**config.mk**
```make
export PLATFORM = sky130hd
export DESIGN_NAME = imudr_yaw_merge
export DESIGN_NICKNAME = d
export VERILOG_FILES = /design/src/rtl/imudr_pkg.sv /design/src/rtl/imudr_yaw_merge.sv
export SDC_FILE = /design/constraint.sdc
export NUM_CORES = 2
export LEC_CHECK = 0
export BUFFER_PORTS_ARGS = -buffer_cell sky130_fd_sc_hd__buf_2
export CAP_MARGIN = 20
export CORE_MARGIN = 5
export CORE_UTILIZATION = 40
export DETAILED_ROUTE_END_ITERATION = 10
export GPL_TIMING_DRIVEN = 0
export PLACE_DENSITY = 0.57
export SLEW_MARGIN = 20
export SYNTH_ARGS = -nofsm -noshare
export SYNTH_HDL_FRONTEND = slang
export SYNTH_SLANG_ARGS = --single-unit
```
**constraint.sdc**
```tcl
create_clock -name clk -period 21.7 [get_ports clk]
set_input_delay 4.34 -clock clk [delete_from_list [all_inputs] [get_ports clk]]
set_output_delay 4.34 -clock clk [all_outputs]
set_load 0.01 [all_outputs]
```
**src/rtl/imudr_pkg.sv**
```systemverilog
`timescale 1ns / 1ps

package imudr_pkg;

    localparam logic [15:0] TS_RESET = 16'd6554;
    localparam logic [15:0] BW_RESET = 16'd64225;

    localparam logic [7:0] REG_TIME_STEP    = 8'd0;
    localparam logic [7:0] REG_BLEND_WEIGHT = 8'd1;

    // pi and 2*pi in q16.16, one guard bit
    localparam logic signed [32:0] PI_Q16     = 33'sd205887;
    localparam logic signed [32:0] TWO_PI_Q16 = 33'sd411775;

    // one strobe per step of the item sequence
    typedef struct packed {
        logic load;
        logic vel_upd;
        logic pos_mul;
        logic pos_upd;
        logic fin;
    } step_ctl_t;

    function automatic logic signed [31:0] sat34(input logic signed [33:0] v);
        logic [2:0] top;
        top = v[33:31];
        if (top == 3'b000 || top == 3'b111)
        begin
            return v[31:0];
        end
        else if (v[33])
        begin
            return 32'sh8000_0000;
        end
        else
        begin
            return 32'sh7FFF_FFFF;
        end
    endfunction

endpackage

```
**src/rtl/imudr_yaw_merge.sv**
```systemverilog
`timescale 1ns / 1ps

module imudr_yaw_merge (
    input  logic                     clk,
    input  imudr_pkg::step_ctl_t     ctl,
    input  logic [15:0]              blend_weight,
    input  logic signed [15:0]       heading,
    input  logic signed [31:0]       yaw_int,
    output logic signed [31:0]       yaw_fused
);

    logic signed [17:0] heading_w;
    logic signed [33:0] hprod_reg;
    logic signed [48:0] yprod_reg;
    logic signed [31:0] blend_reg;
    logic signed [32:0] b33;
    logic signed [32:0] wrap_hi;
    logic signed [32:0] wrap_lo;

    // weight left for the heading, 1 .. 65536
    assign heading_w = $signed({1'b0, 17'd65536 - {1'b0, blend_weight}});

    always_ff @(posedge clk)
    begin
        if (ctl.load)
        begin
            hprod_reg <= heading_w * heading;
        end
        if (ctl.pos_mul)
        begin
            yprod_reg <= yaw_int * $signed({1'b0, blend_weight});
        end
        if (ctl.pos_upd)
        begin
            blend_reg <= imudr_pkg::sat34($signed({yprod_reg[48], yprod_reg[48:16]}
                         + {{8{hprod_reg[33]}}, hprod_reg[33:8]}));
        end
    end

    // single wrap step each way
    always_comb
    begin
        b33 = $signed({blend_reg[31], blend_reg});
        wrap_hi = (b33 > imudr_pkg::PI_Q16) ? b33 - imudr_pkg::TWO_PI_Q16 : b33;
        wrap_lo = (wrap_hi < -imudr_pkg::PI_Q16) ? wrap_hi + imudr_pkg::TWO_PI_Q16
                                                 : wrap_hi;
    end

    assign yaw_fused = wrap_lo[31:0];

endmodule

```
==> reports/results.ini <==
[critical_path]
startpoint=blend_weight[0]
cp_common_cell=fa_1
path_class=in -> reg
r2r_start=yprod_reg[16]$_DFFE_PP_
slowest_delay_ns=0.79
regToRegEndpoint=blend_reg[27]$_DFFE_PP_
cp.arrival_ns=14.88
start_kind=input port
worst_setup_path_end_kind=register
rrSetupSlack_ns=17.13
required_ns=21.81
cp_slowest_cell=clkbuf_1
reg2reg_depth=15
cp_max_fo=10
crit_path_end=hprod_reg[33]$_DFFE_PP_

[routing]
post_drt_wl_per_cell_um=18.8
first_pass_iters=6
num_vias=24800
ant_nets=0
vias_per_cell=5.04
routed_wl_mm=92.5
drc=0
dr.first_iter.drc_count=1595

[timing]
rsz0062_at_grt=no
setup-tns-final_ns=0
max_clock_freq_mhz=67.7
worst_pin_slew_ns=1.10
finalWorstSetupSlack_ns=6.93
finalClockSkew_ns=0.00823
relSlewSlack_pct=26.7
finalMaxSlewViolations=0
final_hold_viol_count=0
setup_violations=0
post-route-min-period_ns=14.77
fin_worst_hold_slack_ns=0.717
finalCritPeriodShare_pct=68.1

[synthesis]
yosysTopAreaCell=fa_1
seq_area_frac_synth_pct=8.19
synth_edf_count=91
synth_cell_type_count=87
synth_ff_type=edfxtp_1
synth.avg_cell_area_um2=8.96
synthCells=3725
synthArstFlopShare_pct=0
yosys.area.top_type_share_pct=41.7
yosysWarnings=0
ys_seq_elements=91
synth_fp_nets=4762
synth_top_cells_by_area=fa_1 42%, ha_1 10%, inv_1 9.8%
synth_area_um2=33400

[clock_network]
numClockSinks=91
clkSlewWorstSetupHoldPaths_ns=0.07
htreeDepth=3
cts_setup_buffers=0
cts_buffers=9
cts_root_buffer=clkbuf_16
cts_max_path_buffers=2
clock_latency_ns=0.37
cts_tree=yes
holdBufCountCts=0
cts_resized=0

[die]
chipWidth_um=299
start_util_pct=40.1
core-area_um2=83200
dieArea_um2=89300
die-height_um=299
num_rows=106
ios=102

[layout]
final_common_cell=inv_1
largest_reg_flops=33
utilization_pct=42.7
final_nets=4856
layout_common_cells=871 x inv_1, 695 x fa_1, 554 x nand2_1
multi_input_area_um2=26700
syn2layout_area_growth_pct=6.33
seqCellArea_um2=2730
layout-drive-gt1-share_pct=4.18
nFillCells=8393

[min_path]
hp-class=reg -> reg
hp-start=hprod_reg[8]$_DFFE_PP_

[flow_run]
maxCapViolCount=0

[placed_design]
dp_hpwl_mm=78.9
io_buffers=82
gp_congestion=0.904
pre_cts_slack_ns=6.71

[grt]
grt_pass1_wl_mm=148
grt_max_degree=34
globalRouteOverflowTotal=0
grt_pass1_vias=26000
antenna_found_initial=5
grtUsageTotal_pct=21.2

[status]
status=finished, final reports clean

-- worst max-delay path, delay by kind of cell --
| kind | cells | cell delay, ns |
|---|---|---|
| and+or+nand+nor | 4 | 0.61 |
| buffers and inverters | 8 | 2.63 |
| adders and majority gates | 8 | 3.71 |
| xor gates and xnor gates | 2 | 0.87 |
| AOI/OAI and AO/OA | 8 | 2.69 |
-- area by class of cell --
cell class | count | share of cell area, %
inverters | 871 | 9.21
repair buffers | 83 | 1.17
multi-input cells | 2600 | 75.3
well taps | 1080 | 3.81
clock buffers | 9 | 0.635
diodes | 4 | 0.0282
flip-flops and latches | 91 | 7.70
plain buffers | 163 | 1.83
clock inverters | 7 | 0.275
-- Yosys cell counts, types with 4 or more instances --
cell       number
nand2_1       554
o211ai_1        9
nand3_1        20
and3_1         19
inv_1         871
a21boi_0        6
or4_1           4
o211a_1         4
a211o_1         8
clkbuf_1      148
buf_2           7
a211oi_1       17
nor2b_1         9
o21a_1         25
o31ai_1         6
xor2_1         55
mux2i_1        11
and2_1        285
nand2b_1       21
or2_2          13
o21bai_1       13
ha_1          272
edfxtp_1       91
o2111ai_1       6
o21ai_0        39
a21oi_2         4
a2111oi_0       6
a31oi_1         8
nor4_1         13
a21o_1         74
or3_1          12
fa_1          695
or4_4           4
a31o_2          4
a21oi_1        69
a221oi_1        5
xnor2_1        92
nor2_1         96
nand4_1        17
nor3_1         34
nand3b_1        4
-- kinds of logic after synthesis --
kind of cell | share of synthesized area, %
simple gates | 16.4
buf+inv | 11.7
fa+ha+maj | 51.9
compound gates | 7.53
xor+xnor | 3.91
mux | 0.330
flops | 8.19
-- through the flow --
step,instance area (um2),std cells
floorplan,33400,3725
global placement,35100,4887
detailed placement,35100,4888
CTS,35500,4904
global route,35500,4905
finish,35500,4908
-- worst min-delay path by stage --
| stage | to | depth (start not counted) |
|---|---|---|
| after floorplan | blend_reg[0]$_DFFE_PP_ | 2 |
| after global placement | blend_reg[0]$_DFFE_PP_ | 2 |
| after detailed placement | blend_reg[0]$_DFFE_PP_ | 2 |
| after CTS | blend_reg[0]$_DFFE_PP_ | 2 |
| after global routing | blend_reg[0]$_DFFE_PP_ | 2 |
| final | blend_reg[0]$_DFFE_PP_ | 2 |
-- layer usage --
| metal | global-route usage [%] | vias to the layer above | part of all wire, % |
|---|---|---|---|
| met5 | 0 | - | 0 |
| met4 | 6.06 | 0 | 3.4 |
| met3 | 3.31 | 107 | 6.1 |
| met2 | 34.3 | 633 | 46 |
| met1 | 29.6 | 12500 | 44 |
| li1 | - | 11500 | - |
Power is not shown: default switching activity piles up to over one toggle a cycle in this logic, so the estimate is an artifact.
