### src/rtl/imudr_pkg.sv
`timescale 1ns / 1ps

package imudr_pkg;

    localparam logic [15:0] TS_RESET = 16'd6554;
    localparam logic [15:0] BW_RESET = 16'd64225;

    localparam logic [7:0] REG_TIME_STEP    = 8'd0;
    localparam logic [7:0] REG_BLEND_WEIGHT = 8'd1;

    // pi and 2*pi in q16.16, one guard bit
    localparam logic signed [32:0] PI_Q16     = 33'sd205887;
    localparam logic signed [32:0] TWO_PI_Q16 = 33'sd411775;

    // one strobe per step of the item sequence
    typedef struct packed {
        logic load;
        logic vel_upd;
        logic pos_mul;
        logic pos_upd;
        logic fin;
    } step_ctl_t;

    function automatic logic signed [31:0] sat34(input logic signed [33:0] v);
        logic [2:0] top;
        top = v[33:31];
        if (top == 3'b000 || top == 3'b111)
        begin
            return v[31:0];
        end
        else if (v[33])
        begin
            return 32'sh8000_0000;
        end
        else
        begin
            return 32'sh7FFF_FFFF;
        end
    endfunction

endpackage

### src/rtl/imudr_trans_lane.sv
`timescale 1ns / 1ps

module imudr_trans_lane (
    input  logic                     clk,
    input  logic                     rst_n,
    input  imudr_pkg::step_ctl_t     ctl,
    input  logic [15:0]              time_step,
    input  logic signed [15:0]       accel,
    output logic signed [31:0]       vel,
    output logic signed [31:0]       pos
);

    logic signed [16:0] ts_s;
    logic signed [32:0] aprod_reg;
    logic signed [48:0] vprod_reg;
    logic signed [31:0] vel_reg;
    logic signed [31:0] pos_reg;
    logic signed [31:0] vel_next;
    logic signed [31:0] pos_next;

    assign ts_s = $signed({1'b0, time_step});

    // q8.24 increment floored to q16.16, then the q16.16 velocity step floored
    assign vel_next = imudr_pkg::sat34($signed({{2{vel_reg[31]}}, vel_reg}
                      + {{9{aprod_reg[32]}}, aprod_reg[32:8]}));
    assign pos_next = imudr_pkg::sat34($signed({{2{pos_reg[31]}}, pos_reg}
                      + {vprod_reg[48], vprod_reg[48:16]}));

    always_ff @(posedge clk)
    begin
        if (ctl.load)
        begin
            aprod_reg <= accel * ts_s;
        end
        if (ctl.pos_mul)
        begin
            vprod_reg <= vel_reg * ts_s;
        end
    end

    always_ff @(posedge clk or negedge rst_n)
    begin
        if (!rst_n)
        begin
            vel_reg <= '0;
            pos_reg <= '0;
        end
        else
        begin
            if (ctl.vel_upd)
            begin
                vel_reg <= vel_next;
            end
            if (ctl.pos_upd)
            begin
                pos_reg <= pos_next;
            end
        end
    end

    assign vel = vel_reg;
    assign pos = pos_reg;

endmodule

### config.mk
export PLATFORM = sky130hd
export DESIGN_NAME = imudr_trans_lane
export DESIGN_NICKNAME = d
export VERILOG_FILES = /design/src/rtl/imudr_pkg.sv /design/src/rtl/imudr_trans_lane.sv
export SDC_FILE = /design/constraint.sdc
export NUM_CORES = 2
export LEC_CHECK = 0
export BUFFER_PORTS_ARGS = -buffer_cell sky130_fd_sc_hd__buf_4
export CORE_ASPECT_RATIO = 0.9
export CORE_MARGIN = 5
export CORE_UTILIZATION = 50
export CTS_CLUSTER_SIZE = 24
export DETAILED_ROUTE_END_ITERATION = 8
export GPL_ROUTABILITY_DRIVEN = 0
export GPL_TIMING_DRIVEN = 0
export HOLD_SLACK_MARGIN = 0.05
export PLACE_DENSITY_LB_ADDON = 0.12
export SYNTH_ARGS = -nofsm -noshare
export SYNTH_HDL_FRONTEND = slang
export SYNTH_SLANG_ARGS = --single-unit
### constraint.sdc
create_clock -name clk -period 11.8 [get_ports clk]
set_input_delay 0.59 -clock clk [delete_from_list [all_inputs] [get_ports clk]]
set_output_delay 0.59 -clock clk [all_outputs]
set_load 0.05 [all_outputs]
==> metrics.yaml <==
cts:
  hold_buffers: 0
  worstSkewPairLatency_ns: 0.48
  numCtsBuffers: 17
  clkSlewWorstSetupHoldPaths_ns: 0.08
  clock-root-buffer: "clkbuf_16"
  cts_tree: "done"
  cts-resized-gates: 0
  postCtsSetupBuffers: 0
  h-tree-depth: 4
  cts_sinks: 122
  clk_path_buf_depth: 2
route:
  viasPerCell: 5.36
  post_drt_wl_per_cell_um: 20.5
  vias: 24800
  first_pass_iters: 5
  route.detailed.drc: 0
  wl_um: 95000
  ant_nets: 0
  drt_iter0_drc: 1526
critical_path:
  cp_max_fo: 10
  worstPathArrival_ns: 8.60
  crit_path_end_kind: "flop"
  startpoint_type: "flop"
  critPathRequiredTime_ns: 12.06
  worstSetupPathType: "flop to flop"
timing:
  skew_ns: 0.0189
  min_period_ns: 8.34
  setup_tns_ns: 0
  rsz0062_at_grt: "no"
  finalSetupViolations: 0
  relSlewSlack: 0.219
  slew_viol_final: 0
  timing.fmax_mhz: 120
  worst-slew-pin-transition_ns: 1.17
  finalCritPeriodShare: 0.707
  finalHoldViolations: 0
cells_and_area:
  final.fill_count: 6127
  largest_reg_flops: 33
  fin_util: 0.542
  finalInstanceArea_mm2: 0.0356
  area_growth_pct: 7.07
  multi_input_area_mm2: 0.0261
  layout-drive-gt1-share: 0.0348
  regArea_mm2: 0.00334
  nNetsFinal: 4774
placement:
  dp_hpwl_um: 78700
  portBuffers: 85
  placed_cell_area_mm2: 0.0350
floorplanning:
  core_area_mm2: 0.0657
  core.rowCount: 89
  die_area_mm2: 0.0717
  pin_count: 103
  die-height_um: 255
  die_width_um: 282
  initial_core_util: 0.506
global_routing:
  grt_usage: 0.276
  grt_max_degree: 65
  grt_overflow_total: 0
  grt_first_pass_wirelength_um: 151000
  antenna_found_initial: 4
  grt_pass1_vias: 26100
logic_synthesis:
  ys_ff_latch: 122
  synth_flop_cell: "dfrtp_1"
  async_flop_share: 0.525
  syn-instance-count: 3650
  synth-edff-count: 58
  yosys_warnings: 0
  avgSynthCellArea_um2: 9.10
  synthesis.area_mm2: 0.0332
  yosysSeqAreaShare: 0.101
  yosys.cell_types.count: 65
  synth_nets: 4670
flow_run:
  maxCapViolCount: 0
worst_hold_path:
  min_path_type: "input pin to async pin"
run_status:
  status: "finished, final reports clean"
-- per-layer routing --
layer,vias up,routed length [um],track usage
met1,12400,42200,0.391
met2,889,41100,0.425
li1,11400,-,-
met4,10,2440,0.0670
met5,-,76,0
met3,151,9130,0.0797
-- synth_stat cells (15+ instances only) --
cell type | number | share of area
nor2_1 | 81 | 0.0091
a21oi_1 | 125 | 0.019
o21ai_0 | 66 | 0.0099
nand2_1 | 444 | 0.050
fa_1 | 682 | 0.41
dfrtp_1 | 64 | 0.048
a31oi_1 | 19 | 0.0036
xnor2_1 | 83 | 0.022
o21a_1 | 25 | 0.0056
nand3_1 | 21 | 0.0032
nor2b_1 | 16 | 0.0030
a221o_1 | 34 | 0.010
clkbuf_1 | 150 | 0.017
a21o_1 | 44 | 0.0099
ha_1 | 299 | 0.11
xor2_1 | 26 | 0.0069
nand2b_1 | 19 | 0.0036
and3_1 | 15 | 0.0028
nor3_1 | 22 | 0.0033
and2_1 | 349 | 0.066
edfxtp_1 | 58 | 0.052
inv_1 | 842 | 0.095
o22ai_1 | 32 | 0.0060
-- metrics by stage --
stage | worst slack, ns | std cells | hold slack (ns)
floorplan | 5.11 | 3650 | 0.294
global placement | 1.87 | 4599 | 0.536
detailed placement | 3.06 | 4599 | 0.546
CTS | 3.45 | 4631 | 0.298
global route | 3.01 | 4631 | 0.305
finish | 3.46 | 4634 | 0.232
-- cells by family (layout without fill, tap and decap cells) --
logic type,after synthesis,in the layout,synth area share
xor gates and xnor gates,109,109,0.0287
buffers and inverters,1002,1119,0.113
DFF,122,122,0.101
and+or+nand+nor,1003,1003,0.149
AOI/OAI and AO/OA,433,433,0.0852
other,0,3,0
adders and majority gates,981,981,0.523
-- placed cells by master, fill, tap and decap left out, types with 11 or more instances in the layout --
| master | instances |
|---|---|
| nor3_1 | 22 |
| buf_4 | 85 |
| a21oi_1 | 125 |
| a21o_1 | 44 |
| clkbuf_1 | 150 |
| o21ai_0 | 66 |
| fa_1 | 682 |
| dfrtp_1 | 64 |
| nand2_1 | 444 |
| nand4_1 | 13 |
| clkbuf_16 | 19 |
| xor2_1 | 26 |
| and3_1 | 15 |
| xnor2_1 | 83 |
| inv_1 | 842 |
| o21bai_1 | 11 |
| nand2b_1 | 19 |
| nor2_1 | 81 |
| nand3_1 | 21 |
| o21ai_1 | 14 |
| nor2b_1 | 16 |
| edfxtp_1 | 58 |
| a221o_1 | 34 |
| o22ai_1 | 32 |
| a31oi_1 | 19 |
| and2_1 | 349 |
| ha_1 | 299 |
| o21a_1 | 25 |
-- final cells by class --
cell class / count / share of cell area
diodes: 3 / 0.000211
plain buffers: 159 / 0.0170
clock buffers: 19 / 0.0134
clock inverters: 13 / 0.00394
inverters: 843 / 0.0889
multi-input cells: 2526 / 0.734
flip-flops and latches: 122 / 0.0940
well taps: 864 / 0.0304
repair buffers: 85 / 0.0179
-- critical path, cell delays in order (launching register included) --
cell       delay, ns
dfrtp_1         0.90
clkbuf_1        0.59
and2_1          0.24
fa_1            0.42
inv_1           0.07
fa_1            0.43
fa_1            0.54
inv_1           0.07
fa_1            0.47
fa_1            0.52
inv_1           0.05
fa_1            0.48
inv_1           0.04
ha_1            0.34
nand4_1         0.21
a2111oi_2       0.81
o21ai_0         0.53
a21oi_1         0.47
o2111ai_1       0.23
nand4_1         0.21
a2111oi_0       0.13
nor3_1          0.34
-- worst paths after layout --
| kind | start | end | slack (ns) | cells past startpoint |
|---|---|---|---|---|
| worst max-delay path | vel[10] | vprod_reg[48] | 3.46 | 21 |
| worst min-delay path | rst_n | pos[0] | 0.23 | 1 |
| worst max register to register | vel[10] | vprod_reg[48] | 3.46 | 21 |
| worst min register to register | pos[2] | pos[2] | 0.55 | 1 |
| max in group asynchronous | rst_n | vel[3] | 10.84 | 1 |
| min in group clk | ctl[1] | pos[31] | 0.33 | 2 |
Power is left out: the tool's default activity adds up to more than one toggle a clock period on the data nets, which glitch-free logic cannot reach.
