[src/rtl/imudr_pkg.sv]
`timescale 1ns / 1ps

package imudr_pkg;

    localparam logic [15:0] TS_RESET = 16'd6554;
    localparam logic [15:0] BW_RESET = 16'd64225;

    localparam logic [7:0] REG_TIME_STEP    = 8'd0;
    localparam logic [7:0] REG_BLEND_WEIGHT = 8'd1;

    // pi and 2*pi in q16.16, one guard bit
    localparam logic signed [32:0] PI_Q16     = 33'sd205887;
    localparam logic signed [32:0] TWO_PI_Q16 = 33'sd411775;

    // one strobe per step of the item sequence
    typedef struct packed {
        logic load;
        logic vel_upd;
        logic pos_mul;
        logic pos_upd;
        logic fin;
    } step_ctl_t;

    function automatic logic signed [31:0] sat34(input logic signed [33:0] v);
        logic [2:0] top;
        top = v[33:31];
        if (top == 3'b000 || top == 3'b111)
        begin
            return v[31:0];
        end
        else if (v[33])
        begin
            return 32'sh8000_0000;
        end
        else
        begin
            return 32'sh7FFF_FFFF;
        end
    endfunction

endpackage

[src/rtl/imudr_ang_lane.sv]
`timescale 1ns / 1ps

module imudr_ang_lane (
    input  logic                     clk,
    input  logic                     rst_n,
    input  imudr_pkg::step_ctl_t     ctl,
    input  logic [15:0]              time_step,
    input  logic signed [15:0]       rate,
    input  logic                     wb_en,
    input  logic signed [31:0]       wb_angle,
    output logic signed [31:0]       angle
);

    logic signed [32:0] rprod_reg;
    logic signed [31:0] angle_reg;
    logic signed [31:0] angle_next;

    assign angle_next = imudr_pkg::sat34($signed({{2{angle_reg[31]}}, angle_reg}
                        + {{9{rprod_reg[32]}}, rprod_reg[32:8]}));

    always_ff @(posedge clk)
    begin
        if (ctl.load)
        begin
            rprod_reg <= rate * $signed({1'b0, time_step});
        end
    end

    always_ff @(posedge clk or negedge rst_n)
    begin
        if (!rst_n)
        begin
            angle_reg <= '0;
        end
        else if (ctl.fin && wb_en)
        begin
            angle_reg <= wb_angle;
        end
        else if (ctl.vel_upd)
        begin
            angle_reg <= angle_next;
        end
    end

    assign angle = angle_reg;

endmodule

[config.mk]
export PLATFORM = sky130hd
export DESIGN_NAME = imudr_ang_lane
export DESIGN_NICKNAME = d
export VERILOG_FILES = /design/src/rtl/imudr_pkg.sv /design/src/rtl/imudr_ang_lane.sv
export SDC_FILE = /design/constraint.sdc
export NUM_CORES = 1
export LEC_CHECK = 0
export BUFFER_PORTS_ARGS = -buffer_cell sky130_fd_sc_hd__buf_2
export CORE_MARGIN = 8
export CORE_UTILIZATION = 55
export CTS_CLUSTER_SIZE = 28
export DETAILED_ROUTE_END_ITERATION = 7
export MAX_ROUTING_LAYER = met4
export PLACE_DENSITY = 0.71
export REMOVE_ABC_BUFFERS = 1
export SKIP_CTS_REPAIR_TIMING = 1
export SKIP_LAST_GASP = 1
export SYNTH_ARGS = -nofsm -noshare
export SYNTH_HDL_FRONTEND = slang
export SYNTH_SLANG_ARGS = --single-unit
[constraint.sdc]
create_clock -name clk -period 3.36 [get_ports clk]
set_clock_uncertainty 0.15 [all_clocks]
set_input_delay 0.336 -clock clk [delete_from_list [all_inputs] [get_ports clk]]
set_output_delay 0.336 -clock clk [all_outputs]
set_load 0.02 [all_outputs]
==> metrics, run 1 <==
worst skew pair latency=330 ps; port bufs=101; Critical Path RT=about 3300 ps; detailed-route DRC error count=0; initial detailed-routing violation count=604; vias in the first global route=11,100; CTS tree=built; Period minus WS final=5780 ps; number of enable flip-flop cells after synthesis=25; DIE WIDTH=167 um; compound-gate portion of the synthesized area=0.113; max reg flops=32; final count of hold timing violations=0; final instance area=15,400 sq um; WS Path Type=input pin to register; RSZ-0062 raised after global routing=true; Yosys cell types=61; post-synthesis mux area share=0.00409; final worst-path setup slack=-2420 ps; Wirelength per Cell=16.9 um; Sink Count=57; fin crit share=1.72; hold crit path type=input pin to register; worst slew pin tran=770 ps; Ys Warns=0; Slew Viols, Final=0; Max clock buf depth=2; max_cap viols=0; Starting Density=0.557; n_diodes=0; outcome=finished with violations; hold_ws=69.6 ps; antenna violations before repair=0; final setup fails=25; Clock transition at path regs=50 ps; layout cell share with drive strength beyond 1=0.229; final setup TNS=-48,670 ps; Fillers=1,728; Setup crit end kind=register; largest cells by area after synthesis=fa_1, ha_1, inv_1; failing checks=negative setup slack; global-route wire length before repair=52,600 um; ys flop type=dfrtp_1; via/cell ratio=5.50; ys async rst share=0.561; num ports=104; total track usage=0.232; root buf cell=clkbuf_16; cell accounting for the most synthesized area=fa_1; RePlAce Congestion=0.955; core box area=approximately 23,000 sq um; Slew headroom=0.487; dominant combinational cell family by area after synthesis=adder cells; area of placed instances=around 14,000 sq um; Post-Synth XOR/XNOR Area=0.0335; Overflow after GRT=0; synthesized flop and latch total=57; synthesized area=12,500 sq um; htree depth=3; top cell type's share of synthesized area=0.310; pre-CTS WS=-2860 ps; simple-gate share of the synthesized area=0.170; Final #Nets=2,061; final antenna-violating net count=0; Area growth syn-to-layout=23.2%; die area=approximately 28,000 sq um; HPWL Detailed=26,900 um; Worst EP arrival=5710 ps; die height=167 um; Post-Synth Adder-Cell Area=0.461; R2R Setup Slk=120 ps; maximum fanout along the worst path=6; largest net degree at the start of global routing=36; Vias=around 11,000; Synth Instances=roughly 1,400; row count=55; crit start category=input pin; Post-Route WL=32,700 um; TritonCTS Buffers=9; sequential area share after synthesis=0.124; drt first pass iters=5; synthesized area per cell=around 8.9 sq um; Highest Clock Rate=173 MHz
synth_stat cells (16+ instances only):
cell type and number:
o21ai_0 58, fa_1 194, inv_1 252, a21o_1 16, nor2_1 42, a21oi_1 61
nor3_1 20, xnor2_1 31, xor2_1 17, ha_1 151, and2_1 117, dfrtp_1 32
nand2_1 172, edfxtp_1 25, clkbuf_1 48
area by class of cell:
cell class / instances / area, sq um / share of cell area
multi-input cells: 1049 / 10200 / 0.661
repair buffers: 275 / 2110 / 0.136
inverters: 252 / 946 / 0.0613
clock inverters: 5 / 46.3 / 0.00300
clock buffers: 11 / 233 / 0.0151
well taps: 285 / 357 / 0.0231
flip-flops and latches: 57 / 1550 / 0.100
placed cells by master, fill, tap and decap left out, types with 16 or more instances in the layout:
cell / netlist / layout
edfxtp_1: 25 / 25
xnor2_1: 31 / 30
nor3_1: 20 / 17
buf_4: 3 / 143
buf_2: 4 / 83
o21ai_0: 58 / 54
ha_1: 151 / 141
nand2_1: 172 / 166
a21o_1: 16 / 16
a21oi_1: 61 / 53
dfrtp_1: 32 / 32
buf_6: 1 / 30
xor2_1: 17 / 16
fa_1: 194 / 189
and2_1: 117 / 111
inv_1: 252 / 240
nor2_1: 42 / 37
stage by stage:
step,std cells,utilization
2_1_floorplan,1358,-
3_3_place_gp,1898,0.639
3_5_place_dp,1898,0.639
4_1_cts,1914,0.651
5_1_grt,1934,0.686
6_report,1934,0.686
routing by layer:
layer,vias up,part of all wire,track usage
met1,5257,0.44,0.295
met2,304,0.50,0.390
li1,5016,-,-
met5,-,0,-
met4,0,0.021,0.0564
met3,64,0.046,0.0291
logic make-up after synthesis:
logic type,count (synthesis)
buffers and inverters,309
AOI/OAI and AO/OA,223
DFF,57
xor gates and xnor gates,48
adders and majority gates,345
muxes,5
and+or+nand+nor,428
critical path, cell delays in order:
cell and delay [ps]:
buf_8 110, buf_6 120, and2_4 130, fa_1 550
inv_2 40, fa_1 460, fa_1 510, inv_2 50
fa_1 500, fa_1 560, inv_2 40, fa_1 510
inv_2 50, ha_4 220, a211oi_2 210, o21ai_2 90
a21oi_2 150, o21ai_1 100, o311ai_1 250, buf_4 170
nand3b_1 140, a311oi_1 310, nor3_1 90
path summary, 6_finish.rpt:
check | from | cells past startpoint | to
worst max register to register | rprod_reg[32]$_DFFE_PP_ | 10 | angle[17]$_DFFE_PN0P_
worst max-delay path | rate[5] | 23 | rprod_reg[30]$_DFFE_PP_
worst min-delay path | wb_angle[24] | 3 | angle[24]$_DFFE_PN0P_
max in group asynchronous | rst_n | 2 | angle[9]$_DFFE_PN0P_
worst min register to register | angle[2]$_DFFE_PN0P_ | 2 | angle[2]$_DFFE_PN0P_
min in group asynchronous | rst_n | 2 | angle[24]$_DFFE_PN0P_
Power of run 1 is left out: the tool's default activity adds up to more than one toggle a clock period on the data nets, which glitch-free logic cannot reach.
==> run 2, diff against run 1 <==
- REMOVE_ABC_BUFFERS: 1 -> unset
==> metrics, run 2 (synthesis results as in run 1) <==
outcome=finished with violations; failing checks=negative setup slack; maximum fanout along the worst path=4 (-2); Post-Route WL=32,400 um (-0.94%); max reg flops=32 (unchanged); Util after Layout=0.682 (-0.00384); final count of hold timing violations=0 (unchanged); drt first pass iters=5 (unchanged); via/cell ratio=5.53 (+0.45%); n_diodes=0 (unchanged); crit start category=input pin; CTS tree=built; die area=27,900 sq um (unchanged); worst reg-to-reg path cell count=13 (+3); pre-CTS WS=-2700 ps (+160 ps); critical path's most frequent cell=fa_1; fin crit share=1.68 (-0.0448); placed insts=1,904 (+0.32%); layout cell share with drive strength beyond 1=0.232 (+0.00285); Slew Viols, Final=0 (unchanged); WS Path Type=input pin to register; initial detailed-routing violation count=484 (-20%); htree depth=3 (unchanged); total track usage=0.237 (+0.00510); final antenna-violating net count=0 (unchanged); TritonCTS Buffers=9 (unchanged); Crit. Startpoint=rate[10]; RSZ-0062 raised after global routing=true; final worst-path setup slack=-2270 ps (+150 ps); worst reg2reg startpoint=angle[0]$_DFFE_PN0P_; RePlAce Congestion=0.953 (-0.16%); CP peak stage delay=550 ps (about the same); Period minus WS final=5630 ps (-150 ps); worst skew pair latency=330 ps (about the same); DIE WIDTH=167 um (unchanged); most common cell after layout, fill and taps aside=inv_1; num ports=104 (unchanged); Starting Density=0.557 (unchanged); hold_ws=62.9 ps (-6.67 ps); Slew headroom=0.483 (-0.00405); crit path capture=rprod_reg[30]$_DFFE_PP_; Setup crit end kind=register; commonest cells after routing, fill and taps aside=inv_1, fa_1, nand2_1; hold crit path type=input pin to register; Vias=10,700 (+0.29%); critical-path cell list=buf_6 -> and2_4 -> fa_1 -> inv_2 -> fa_1 -> inv_1 -> fa_1 -> fa_1 -> fa_1 -> inv_1 -> fa_1 -> inv_2 -> ha_4 -> a211oi_2 -> o21ai_2 -> a21oi_2 -> o21ai_2 -> o311ai_4 -> nand3b_1 -> a311oi_1 -> nor3_1; worst slew pin tran=776 ps (+6.07 ps); global-route wire length before repair=53,100 um (+0.90%); port bufs=101 (unchanged); HPWL Detailed=27,300 um (+1.6%); Worst EP arrival=5550 ps (-160 ps); CP max stage cell=fa_1; Critical Path RT=3280 ps (about the same); largest net degree at the start of global routing=47 (+31%); R2R Setup Slk=30 ps (-90 ps); Layout Cells excl Fill=1,931 (-0.16%); Max clock buf depth=2 (unchanged); final setup fails=25 (unchanged); Sink Count=57 (unchanged); Highest Clock Rate=178 MHz (+2.7%); worst r2r dst=angle[10]$_DFFE_PN0P_; core box area=22,500 sq um (unchanged); root buf cell=clkbuf_16; die height=167 um (unchanged); Clock transition at path regs=50 ps (about the same); vias in the first global route=11,200 (+0.90%); antenna violations before repair=0 (unchanged); Overflow after GRT=0 (unchanged); row count=55 (unchanged); max_cap viols=0 (unchanged); Wirelength per Cell=16.8 um (-0.79%); Syn Nets=between 1,500 and 2,000; Final #Nets=2,058 (-0.15%); Area growth syn-to-layout=22.5%; detailed-route DRC error count=0 (unchanged)
run 2: cell count changes in the layout (fill, tap and decap cells not counted), moves of 5 or more:
cell | before | now
buf_2 | 83 | 78
buf_4 | 143 | 161
buf_6 | 30 | 22
buf_8 | 8 | 2
run 2: metrics by stage:
step                      cell area [sq um]  TNS, ps
final                                 15400   -46750
after global routing                  15400   -52110
after CTS                             14800   -51180
after detailed placement              14600   -58850
after global placement                14600   -57160
after floorplan                       12900   -46650
run 2: layout make-up:
class / count / area (sq um)
Clock inverter: 5 / 30.0
Clock buffer: 11 / 253
Sequential cell: 57 / 1550
Multi-Input combinational cell: 1050 / 10200
Inverter: 252 / 946
Fill cell: 1804 / 7150
Timing Repair Buffer: 271 / 1990
Tap cell: 285 / 357
run 2: worst min path at each step:
stage                  from                    end  slack [ps]  cells after the start
3_5_place_dp          rst_n  angle[18]$_DFFE_PN0P_         300                      1
5_1_grt        wb_angle[31]  angle[31]$_DFFE_PN0P_          60                      3
3_3_place_gp          rst_n  angle[16]$_DFFE_PN0P_         300                      1
2_1_floorplan         rst_n   angle[0]$_DFFE_PN0P_        -110                      0
6_report       wb_angle[31]  angle[31]$_DFFE_PN0P_          60                      3
4_1_cts               rst_n  angle[30]$_DFFE_PN0P_         -50                      1
run 2: worst max-delay path, delay by kind of cell:
kind,cells,cell delay [ps]
AOI/OAI and AO/OA,6,1270
adders and majority gates,7,3240
buffers and inverters,5,300
and+or+nand+nor,3,420
run 2: per-layer routing:
| layer | GRT usage | up-vias | routed length (um) |
|---|---|---|---|
| met1 | 0.291 | 5276 | 13600 |
| li1 | - | 5017 | - |
| met5 | - | - | 0 |
| met3 | 0.0390 | 67 | 1800 |
| met2 | 0.401 | 312 | 16200 |
| met4 | 0.0654 | 0 | 826 |
Power of run 2 is left out for the same reason.
==> run 3, diff against run 2 <==
- PLACE_DENSITY: 0.71 -> 0.74
- clock period: 3.36 -> 4.7 ns (I/O delays scaled with it)
==> metrics, run 3 (synthesis results as in run 1) <==
outcome=finished with violations; failing checks=negative setup slack; largest net degree at the start of global routing=47 (unchanged); Area growth syn-to-layout=21.2%; Starting Density=0.557 (unchanged); Post-Route WL=32,800 um (+1.2%); max_cap viols=0 (unchanged); global-route wire length before repair=53,200 um (+0.21%); Final #Nets=2,030 (-1.4%); Period minus WS final=5820 ps; Max clock buf depth=2 (unchanged); fin crit share=1.24; Slew Viols, Final=0 (unchanged); row count=55 (unchanged); WS Path Type=input pin to register; CTS tree=built; Met3 Wirelength=1410 um (-21%); antenna violations before repair=0 (unchanged); RePlAce Congestion=0.960 (+0.68%); via/cell ratio=5.55 (+0.48%); worst slew pin tran=934 ps (+158 ps); worst skew pair latency=330 ps (about the same); max reg flops=32 (unchanged); final count of hold timing violations=0 (unchanged); final setup fails=24 (-4.0%); Slew headroom=0.377 (-0.106); detailed-route DRC error count=0 (unchanged); TritonCTS Buffers=9 (unchanged); total track usage=0.239 (+0.00137); met2 WL=17,000 um (+4.7%); die height=167 um (unchanged); vias in the first global route=11,000 (-0.95%); drt first pass iters=5 (unchanged); met1 wire length=13,600 um (+0.48%); hold_ws=65.2 ps (+2.31 ps); num ports=104 (unchanged); DIE WIDTH=167 um (unchanged); root buf cell=clkbuf_16; highest routed layer=met4; Syn Nets=1,832 (unchanged); initial detailed-routing violation count=662 (+37%); Sink Count=57 (unchanged); Wirelength per Cell=17.2 um (+2.7%); most common cell after layout, fill and taps aside=inv_1; port bufs=101 (unchanged); Highest Clock Rate=172 MHz; Worst EP arrival=5750 ps (+200 ps); layout cell share with drive strength beyond 1=0.221 (-0.0108); final worst-path setup slack=-1120 ps (+1150 ps); htree depth=3 (unchanged); Setup crit end kind=register; Vias=10,600 (-0.97%); Multi-input gate area=10,200 sq um (about the same); register area=1550 sq um (unchanged); HPWL Detailed=26,900 um (-1.5%); core box area=22,500 sq um (unchanged); Critical Path RT=4630 ps (+1350 ps); RSZ-0062 raised after global routing=true; commonest cells after routing, fill and taps aside=inv_1, fa_1, nand2_1; pre-CTS WS=-1630 ps (+1070 ps); crit start category=input pin; Fillers=1,831 (+1.5%); Util after Layout=0.675 (-0.00706); Clock transition at path regs=50 ps (about the same); hold crit path type=input pin to asynchronous set/reset pin; die area=27,900 sq um (unchanged); maximum fanout along the worst path=5 (+1); final antenna-violating net count=0 (unchanged); n_diodes=0 (unchanged); Overflow after GRT=0 (unchanged)
[run 3: routing by layer]
layer	up-vias	global-route usage
met5	-	-
met4	0	0.0638
met3	62	0.0262
met2	279	0.414
met1	5270	0.293
li1	4957	-
[run 3: area by class of cell]
cell class / instances / share of cell area
well taps: 285 / 0.0235
clock buffers: 13 / 0.0171
inverters: 252 / 0.0623
clock inverters: 3 / 0.00255
flip-flops and latches: 57 / 0.102
multi-input cells: 1049 / 0.673
repair buffers: 244 / 0.120
[run 3: through the flow]
stage	cells	TNS, ps	cell area, sq um
5_1_grt	1903	-22270	15200
6_report	1903	-18380	15200
4_1_cts	1885	-22380	14600
3_3_place_gp	1869	-27320	14300
2_1_floorplan	1415	-16680	12900
3_5_place_dp	1869	-30920	14300
[run 3: worst max-delay path, cell delays in order]
cell	delay (ps)
clkbuf_4	150
and2_4	150
fa_1	540
inv_1	60
fa_1	520
inv_1	50
fa_1	500
fa_1	430
fa_1	510
inv_1	50
fa_1	470
inv_1	60
ha_4	220
a211oi_2	210
o21ai_1	110
a21oi_2	220
o21ai_4	100
o311ai_4	320
nand3b_1	230
a31oi_1	280
xnor2_1	90
[run 3: worst paths after layout]
path | from | endpoint | slack (ps) | depth (start not counted)
setup / recovery | rate[10] | rprod_reg[29]$_DFFE_PP_ | -1120 | 21
hold reg to reg | angle[31]$_DFFE_PN0P_ | angle[31]$_DFFE_PN0P_ | 470 | 2
max in group asynchronous | rst_n | angle[4]$_DFFE_PN0P_ | 3840 | 1
setup reg to reg | rprod_reg[32]$_DFFE_PP_ | angle[18]$_DFFE_PN0P_ | 840 | 10
hold / removal | rst_n | angle[16]$_DFFE_PN0P_ | 70 | 1
min in group clk | wb_angle[31] | angle[31]$_DFFE_PN0P_ | 190 | 3
Power of run 3 is left out for the same reason.
